## src/ipv6_hlv_pkg.sv

```systemverilog
// Shared types, constants and helpers for the IPv6 host literal validator.
package ipv6_hlv_pkg;

  localparam int unsigned MAX_GROUPS       = 8;
  localparam int unsigned MAX_GROUP_DIGITS = 4;

  localparam logic [7:0] CH_AT       = 8'h40;
  localparam logic [7:0] CH_LBRACKET = 8'h5b;
  localparam logic [7:0] CH_RBRACKET = 8'h5d;
  localparam logic [7:0] CH_COLON    = 8'h3a;

  localparam logic [16:0] PORT_SAT = 17'd65536;
  localparam logic [16:0] PORT_MAX = 17'd65535;

  typedef enum logic [1:0] {
    VERDICT_OK          = 2'd0,
    VERDICT_INVALID     = 2'd1,
    VERDICT_USERINFO    = 2'd2,
    VERDICT_NOT_BRACKET = 2'd3
  } verdict_t;

  typedef enum logic [4:0] {
    PH_FIRST       = 5'b00001,
    PH_PLAIN       = 5'b00010,
    PH_ADDR        = 5'b00100,
    PH_PORT_START  = 5'b01000,
    PH_PORT_DIGITS = 5'b10000
  } phase_t;

  function automatic logic is_hex(input logic [7:0] c);
    return (c >= 8'h30 && c <= 8'h39) || (c >= 8'h61 && c <= 8'h66) ||
           (c >= 8'h41 && c <= 8'h46);
  endfunction

  function automatic logic is_digit(input logic [7:0] c);
    return c >= 8'h30 && c <= 8'h39;
  endfunction

endpackage

```

## src/ipv6_host_literal_validator.sv

```systemverilog
// Top level of the IPv6 host literal validator for HTTP Host values.
//
//   Channel   Handshake                   Payload
//   byte      byte_valid / byte_stall     ch[7:0], is_last, is_empty
//   verdict   verdict_valid / verdict_stall  verdict[1:0]
//
// One byte is taken every cycle unless the byte channel stalls; the verdict for a
// value is registered and shows in the cycle after its last byte or empty marker is taken.
// The byte channel stalls only while a verdict is held by a stalled output.
// Synchronous reset clears the parse state and the output valid.
module ipv6_host_literal_validator (
  input  logic       clk,
  input  logic       rst,
  input  logic       byte_valid,
  output logic       byte_stall,
  input  logic [7:0] ch,
  input  logic       is_last,
  input  logic       is_empty,
  output logic       verdict_valid,
  input  logic       verdict_stall,
  output logic [1:0] verdict
);

  ipv6_hlv_pkg::phase_t phase, phase_next;
  logic [2:0]  group_len, group_len_next;
  logic [3:0]  group_count, group_count_next;
  logic [1:0]  empty_groups, empty_groups_next;
  logic [1:0]  address_len, address_len_next;
  logic        leading_double_colon, leading_double_colon_next;
  logic [1:0]  recent_colons, recent_colons_next;
  logic        address_bad, address_bad_next;
  logic        userinfo_seen, userinfo_seen_next;
  logic [16:0] port_value, port_value_next;
  logic        port_has_digit, port_has_digit_next;
  logic        port_bad, port_bad_next;

  logic        accept;
  logic        finish;
  logic [1:0]  eg_closed;
  logic [2:0]  glen_inc;
  logic [20:0] port_mul;
  ipv6_hlv_pkg::verdict_t verdict_calc, verdict_next;

  assign byte_stall = verdict_valid & verdict_stall;
  assign accept     = byte_valid & ~byte_stall;
  assign finish     = accept & (is_last | is_empty);

  assign eg_closed = (group_len == 3'd0 && empty_groups != 2'd3) ?
                     empty_groups + 2'd1 : empty_groups;
  assign glen_inc  = (group_len <= 3'(ipv6_hlv_pkg::MAX_GROUP_DIGITS)) ?
                     group_len + 3'd1 : group_len;
  assign port_mul  = ({4'b0, port_value} << 3) + ({4'b0, port_value} << 1) +
                     {17'b0, ch[3:0]};

  always_comb begin
    phase_next                = phase;
    group_len_next            = group_len;
    group_count_next          = group_count;
    empty_groups_next         = empty_groups;
    address_len_next          = address_len;
    leading_double_colon_next = leading_double_colon;
    recent_colons_next        = recent_colons;
    address_bad_next          = address_bad;
    userinfo_seen_next        = userinfo_seen | (ch == ipv6_hlv_pkg::CH_AT);
    port_value_next           = port_value;
    port_has_digit_next       = port_has_digit;
    port_bad_next             = port_bad;

    unique case (phase)
      ipv6_hlv_pkg::PH_FIRST: begin
        phase_next = (ch == ipv6_hlv_pkg::CH_LBRACKET) ?
                     ipv6_hlv_pkg::PH_ADDR : ipv6_hlv_pkg::PH_PLAIN;
      end
      ipv6_hlv_pkg::PH_PLAIN: begin
      end
      ipv6_hlv_pkg::PH_ADDR: begin
        if (ch == ipv6_hlv_pkg::CH_RBRACKET) begin
          group_len_next    = 3'd0;
          empty_groups_next = eg_closed;
          phase_next        = ipv6_hlv_pkg::PH_PORT_START;
          if (address_len == 2'd0) begin
            address_bad_next = 1'b1;
          end else if (address_len == 2'd2 && recent_colons == 2'd2) begin
            address_bad_next = 1'b0;
          end else begin
            address_bad_next = address_bad ||
                (group_count >= 4'(ipv6_hlv_pkg::MAX_GROUPS)) ||
                (eg_closed == 2'd3) ||
                (eg_closed == 2'd2 && !leading_double_colon && recent_colons != 2'd2);
          end
        end else begin
          if (ch == ipv6_hlv_pkg::CH_COLON) begin
            if (address_len == 2'd1 && recent_colons == 2'd1) begin
              leading_double_colon_next = 1'b1;
            end
            group_len_next    = 3'd0;
            empty_groups_next = eg_closed;
            if (group_count != 4'd15) begin
              group_count_next = group_count + 4'd1;
            end
            if (recent_colons != 2'd2) begin
              recent_colons_next = recent_colons + 2'd1;
            end
          end else begin
            group_len_next     = glen_inc;
            recent_colons_next = 2'd0;
            if (!ipv6_hlv_pkg::is_hex(ch) ||
                glen_inc > 3'(ipv6_hlv_pkg::MAX_GROUP_DIGITS)) begin
              address_bad_next = 1'b1;
            end
          end
          if (address_len != 2'd3) begin
            address_len_next = address_len + 2'd1;
          end
        end
      end
      ipv6_hlv_pkg::PH_PORT_START, ipv6_hlv_pkg::PH_PORT_DIGITS: begin
        if (ch == ipv6_hlv_pkg::CH_RBRACKET) begin
          address_bad_next = 1'b1;
        end else if (phase == ipv6_hlv_pkg::PH_PORT_START) begin
          if (ch != ipv6_hlv_pkg::CH_COLON) begin
            port_bad_next = 1'b1;
          end
          phase_next = ipv6_hlv_pkg::PH_PORT_DIGITS;
        end else if (ipv6_hlv_pkg::is_digit(ch)) begin
          port_has_digit_next = 1'b1;
          port_value_next = (port_mul > {4'b0, ipv6_hlv_pkg::PORT_SAT}) ?
                            ipv6_hlv_pkg::PORT_SAT : port_mul[16:0];
        end else begin
          port_bad_next = 1'b1;
        end
      end
      default: begin
      end
    endcase

    priority if (userinfo_seen_next) begin
      verdict_calc = ipv6_hlv_pkg::VERDICT_USERINFO;
    end else if (phase_next == ipv6_hlv_pkg::PH_PLAIN) begin
      verdict_calc = ipv6_hlv_pkg::VERDICT_NOT_BRACKET;
    end else if (phase_next == ipv6_hlv_pkg::PH_ADDR ||
                 phase_next == ipv6_hlv_pkg::PH_FIRST || address_bad_next) begin
      verdict_calc = ipv6_hlv_pkg::VERDICT_INVALID;
    end else if (phase_next == ipv6_hlv_pkg::PH_PORT_DIGITS &&
                 (port_bad_next || !port_has_digit_next || port_value_next == 17'd0 ||
                  port_value_next > ipv6_hlv_pkg::PORT_MAX)) begin
      verdict_calc = ipv6_hlv_pkg::VERDICT_INVALID;
    end else begin
      verdict_calc = ipv6_hlv_pkg::VERDICT_OK;
    end

    verdict_next = is_empty ? ipv6_hlv_pkg::VERDICT_INVALID : verdict_calc;
  end

  always_ff @(posedge clk) begin
    if (rst || finish) begin
      phase                <= ipv6_hlv_pkg::PH_FIRST;
      group_len            <= 3'd0;
      group_count          <= 4'd0;
      empty_groups         <= 2'd0;
      address_len          <= 2'd0;
      leading_double_colon <= 1'b0;
      recent_colons        <= 2'd0;
      address_bad          <= 1'b0;
      userinfo_seen        <= 1'b0;
      port_value           <= 17'd0;
      port_has_digit       <= 1'b0;
      port_bad             <= 1'b0;
    end else if (accept) begin
      phase                <= phase_next;
      group_len            <= group_len_next;
      group_count          <= group_count_next;
      empty_groups         <= empty_groups_next;
      address_len          <= address_len_next;
      leading_double_colon <= leading_double_colon_next;
      recent_colons        <= recent_colons_next;
      address_bad          <= address_bad_next;
      userinfo_seen        <= userinfo_seen_next;
      port_value           <= port_value_next;
      port_has_digit       <= port_has_digit_next;
      port_bad             <= port_bad_next;
    end
  end

  always_ff @(posedge clk) begin
    if (rst) begin
      verdict_valid <= 1'b0;
    end else if (finish) begin
      verdict_valid <= 1'b1;
    end else if (!verdict_stall) begin
      verdict_valid <= 1'b0;
    end
  end

  always_ff @(posedge clk) begin
    if (finish) begin
      verdict <= verdict_next;
    end
  end

`ifndef SYNTHESIS
  a_reset_clears_output: assert property (@(posedge clk) rst |=> !verdict_valid)
    else $error("Verdict valid is set right after reset.");

  a_empty_gives_invalid: assert property (@(posedge clk) disable iff (rst)
    accept && is_empty |=> verdict_valid &&
      verdict == ipv6_hlv_pkg::VERDICT_INVALID)
    else $error("An empty value did not give the invalid verdict.");

  a_finish_resets_phase: assert property (@(posedge clk) disable iff (rst)
    finish |=> phase == ipv6_hlv_pkg::PH_FIRST)
    else $error("Parse state was not returned to the first byte after a verdict.");

  a_verdict_only_on_finish: assert property (@(posedge clk) disable iff (rst)
    $rose(verdict_valid) |-> $past(finish))
    else $error("A verdict appeared without a final byte transaction.");

  a_mid_byte_no_verdict: assert property (@(posedge clk) disable iff (rst)
    accept && !is_last && !is_empty |=>
      verdict_valid == $past(verdict_valid && verdict_stall))
    else $error("A byte that is not the last one changed the verdict output.");
`endif

endmodule

```

## config.mk

```make
export PLATFORM = sky130hd
export DESIGN_NAME = ipv6_host_literal_validator
export DESIGN_NICKNAME = d
export VERILOG_FILES = /design/src/ipv6_hlv_pkg.sv /design/src/ipv6_host_literal_validator.sv
export SDC_FILE = /design/constraint.sdc
export NUM_CORES = 1
export LEC_CHECK = 0
export BUFFER_PORTS_ARGS = -buffer_cell sky130_fd_sc_hd__buf_2
export CORE_AREA = 8 8 121 89
export DETAILED_ROUTE_END_ITERATION = 16
export DIE_AREA = 0 0 129 97
export GPL_TIMING_DRIVEN = 0
export PLACE_DENSITY = 0.55
export SETUP_SLACK_MARGIN = 0.3
export SYNTH_ARGS = -nofsm -noshare
export SYNTH_HDL_FRONTEND = slang
export SYNTH_SLANG_ARGS = --single-unit
```

## constraint.sdc

```tcl
create_clock -name clk -period 8.8 [get_ports clk]
set_input_delay 0.88 -clock clk [delete_from_list [all_inputs] [get_ports clk]]
set_output_delay 0.88 -clock clk [all_outputs]
set_load 0.02 [all_outputs]
```

==> flow_summary.toml <==
[timing]
timing.final.ws_setup_ns = 3.930
fin_crit_ns = 4.870
setup_tns_ns = 0
fmax_ghz = 0.2054
finalSetupViolations = 0
maxSlewViolCount = 0
finalClockSkew_ns = 0.004997
rsz0062_at_grt = "false"
hold_viol_final = 0
worst_slew_pin_slew_ns = 0.9672
post-route-period-util_pct = 55.34
max_slew_margin_pct = 34.92

[clock_network]
cts_buffers = 5
postCtsResizedCells = 0
path_clk_slew_ns = 0.06
cts_max_level = 2
cts_sinks = 43
cts_tree = "built"
cts_buffer_depth = 2
root_buffer = "clkbuf_16"
cts_hold_buffers = 0
clock_latency_ns = 0.28
post-cts-setup-buffers = 0

[yosys]
synth-edff-count = 2
ys_types = 61
ys_ff_latch = 43
synthMostInstantiatedCell = "ha_1"
synth_warnings = 0
synth.top_cell.area_share_pct = 23.17
yosys.area.top_type = "dfxtp_1"
synthFlopType = "dfxtp_1"
synthArstFlopShare_pct = 0
synthTopCellsByCount = "44 x ha_1, 42 x nor2_1, 41 x dfxtp_1"
synth.area.top_cells = "dfxtp_1 23%, ha_1 16%, a22o_2 4.8%, nor2_1 4.5%, a21oi_1 4.0%"
synth-seq-area-share_pct = 24.87
netlist_instances = 430
syn_avg_cell_area_sq_um = 8.238
post_synth_instance_area_sq_um = 3542
syn_nets = 490

[setup_path]
r2r_cells = 14
cp.arrival_ns = 5.10
rr_startpoint = "port_value[0]"
critical-path-slowest-cell = "or4_1"
startpoint_type = "input pin"
worstPathRequired_ns = 9.03
cp_slowest_stage_delay_ns = 0.60
reg2reg_to = "port_value[14]"
path_class = "input pin to flip-flop"
crit_fanout = 10
cp-end-kind = "flip-flop"
r2r_slack_ns = 4.29
crit_start = "ch[3]"
path_cells = "buf_2, inv_1, fa_1, inv_1, fa_1, nor4_2, o221ai_1, or4_1, or3_1, or4_1, o41ai_1, and4b_1, buf_6, buf_12, a22o_2"

[route]
vias = 3248
ant_nets = 0
avgViaCountPerCell = 5.610
drc = 0
avgRoutedWirePerCell_um = 15.46
firstDrtPassIters = 6
drtIter0Drc = 202
route.final.wire_length_um = 8954

[place]
gp_congestion = 0.8524
hpwl_um = 7113
placed_cell_area_sq_um = 3782
io_buffer_count = 17
dp_slack_ns = 3.660

[die]
die_h_um = 97
die-width_um = 129
start_util_pct = 39.85
io_pins = 18
fp-row-count = 29
core_region_area_sq_um = 8890
dieArea_sq_um = 12510

[global_routing]
grt_first_pass_wirelength_um = 14410
grt_pass1_vias = 2944
antenna_found_initial = 0
overflow = 0
grt_use_total_pct = 14.03
grt_max_degree = 13

[job]
cap_violations = 0

[min_path]
hold_path.class = "flip-flop to flip-flop"
hold_end = "leading_double_colon"
holdPathStages = 2
worstHoldStart = "leading_double_colon"

[finish]
n_antenna_cell = 0
n_fill_cell = 884
layout-drive-gt1-share_pct = 12.75
nets = 514
areaGrowthSynthToFinish_pct = 10.63
postLayoutCellArea_sq_um = 3919

[power_and_ir_drop]
leakagePower_uw = 0.001675
p_per_area_nw_per_um2 = 105.2
ir_worst_vdd_uv = 77.22

[status]
status = "finished, final reports clean"
[logic make-up after synthesis]
kind of cell    Yosys count  synth area share, %
fa+ha+maj                46                16.67
compound gates          129                25.04
flops                    43                24.87
mux                       6                1.766
xor+xnor                 20                4.945
buf+inv                  43                6.076
simple gates            143                20.63
[layer usage]
layer,global-route usage [%],wire length [um],vias to the layer above
met3,2.412,528,6
met4,2.430,42,0
met2,19.46,3468,85
li1,-,-,1653
met1,21.73,4914,1504
met5,0,0,-
[state kept, by name, summed over array words and instances (netlist names)]
signal / cells
address_bad: 1
empty_groups: 2
verdict: 2
port_value: 17
port_bad: 1
verdict_valid: 1
port_has_digit: 1
phase: 5
leading_double_colon: 1
address_len: 2
group_count: 4
recent_colons: 2
group_len: 3
userinfo_seen: 1
[cell usage in the layout, fill, tap and decap left out, types with 3 or more instances in the layout]
cell       instances
nor2_1            42
nand3_1            8
a21oi_1           28
nand4_1            7
nor3b_1            3
ha_1              44
a22o_2            17
mux2i_1            4
or4_1              5
o21bai_1           3
or2_2              4
a31oi_1            7
a211oi_1           7
buf_2             17
clkbuf_1          15
clkbuf_16          5
o21ai_0           28
xor2_1             8
o31ai_1            3
a2111oi_0          3
nor4_1            10
xnor2_1           12
a21o_1             7
inv_1             24
nor3_1            10
nand2_1           33
o41ai_1            4
clkbuf_8           3
dfxtp_1           41
a41oi_1            4
[critical path: cells and delay by family]
family	cells	cell delay, ns
simple gates	5	1.97
fa+ha+maj	2	1.05
compound gates	3	0.68
buf+inv	5	0.52
[final cells by class]
class	count	area [sq um]	area share (%)
Multi-Input combinational cell	344	2446	62.42
Timing Repair Buffer	17	85.08	2.171
Clock buffer	6	128.9	3.289
Buffer	19	125.1	3.193
Clock inverter	2	7.507	0.1916
Sequential cell	43	880.8	22.48
Tap cell	124	155.1	3.959
Inverter	24	90.09	2.299
[per-stage QoR]
| step | util [%] | total power (uW) | std cells | hold WS [ns] |
|---|---|---|---|---|
| detailed placement | 42.55 | 240.6 | 571 | 0.4592 |
| global placement | 42.55 | 240.1 | 571 | 0.4575 |
| finish | 44.08 | 412.1 | 579 | 0.4762 |
| global route | 44.08 | 431.0 | 579 | 0.5046 |
| CTS | 44.08 | 415.8 | 579 | 0.4735 |
| floorplan | - | 227.6 | 430 | 0.4293 |
[worst max-delay path by stage]
stage | end | slack [ns] | depth (start not counted)
after floorplan | port_value[15] | 4.22 | 14
after global placement | port_value[15] | 3.64 | 15
after detailed placement | port_value[14] | 3.66 | 15
after CTS | port_value[14] | 3.92 | 15
after global routing | port_value[7] | 3.67 | 15
final | port_value[14] | 3.93 | 15
[report_power, final]
| group | total [uW] | internal, uW | switching (uW) |
|---|---|---|---|
| registers | 199 | 199 | 0.619 |
| clock network | 176 | 103 | 72.3 |
| logic | 37.2 | 13.0 | 24.2 |
No activity file was read; power rests on OpenSTA's default activity.
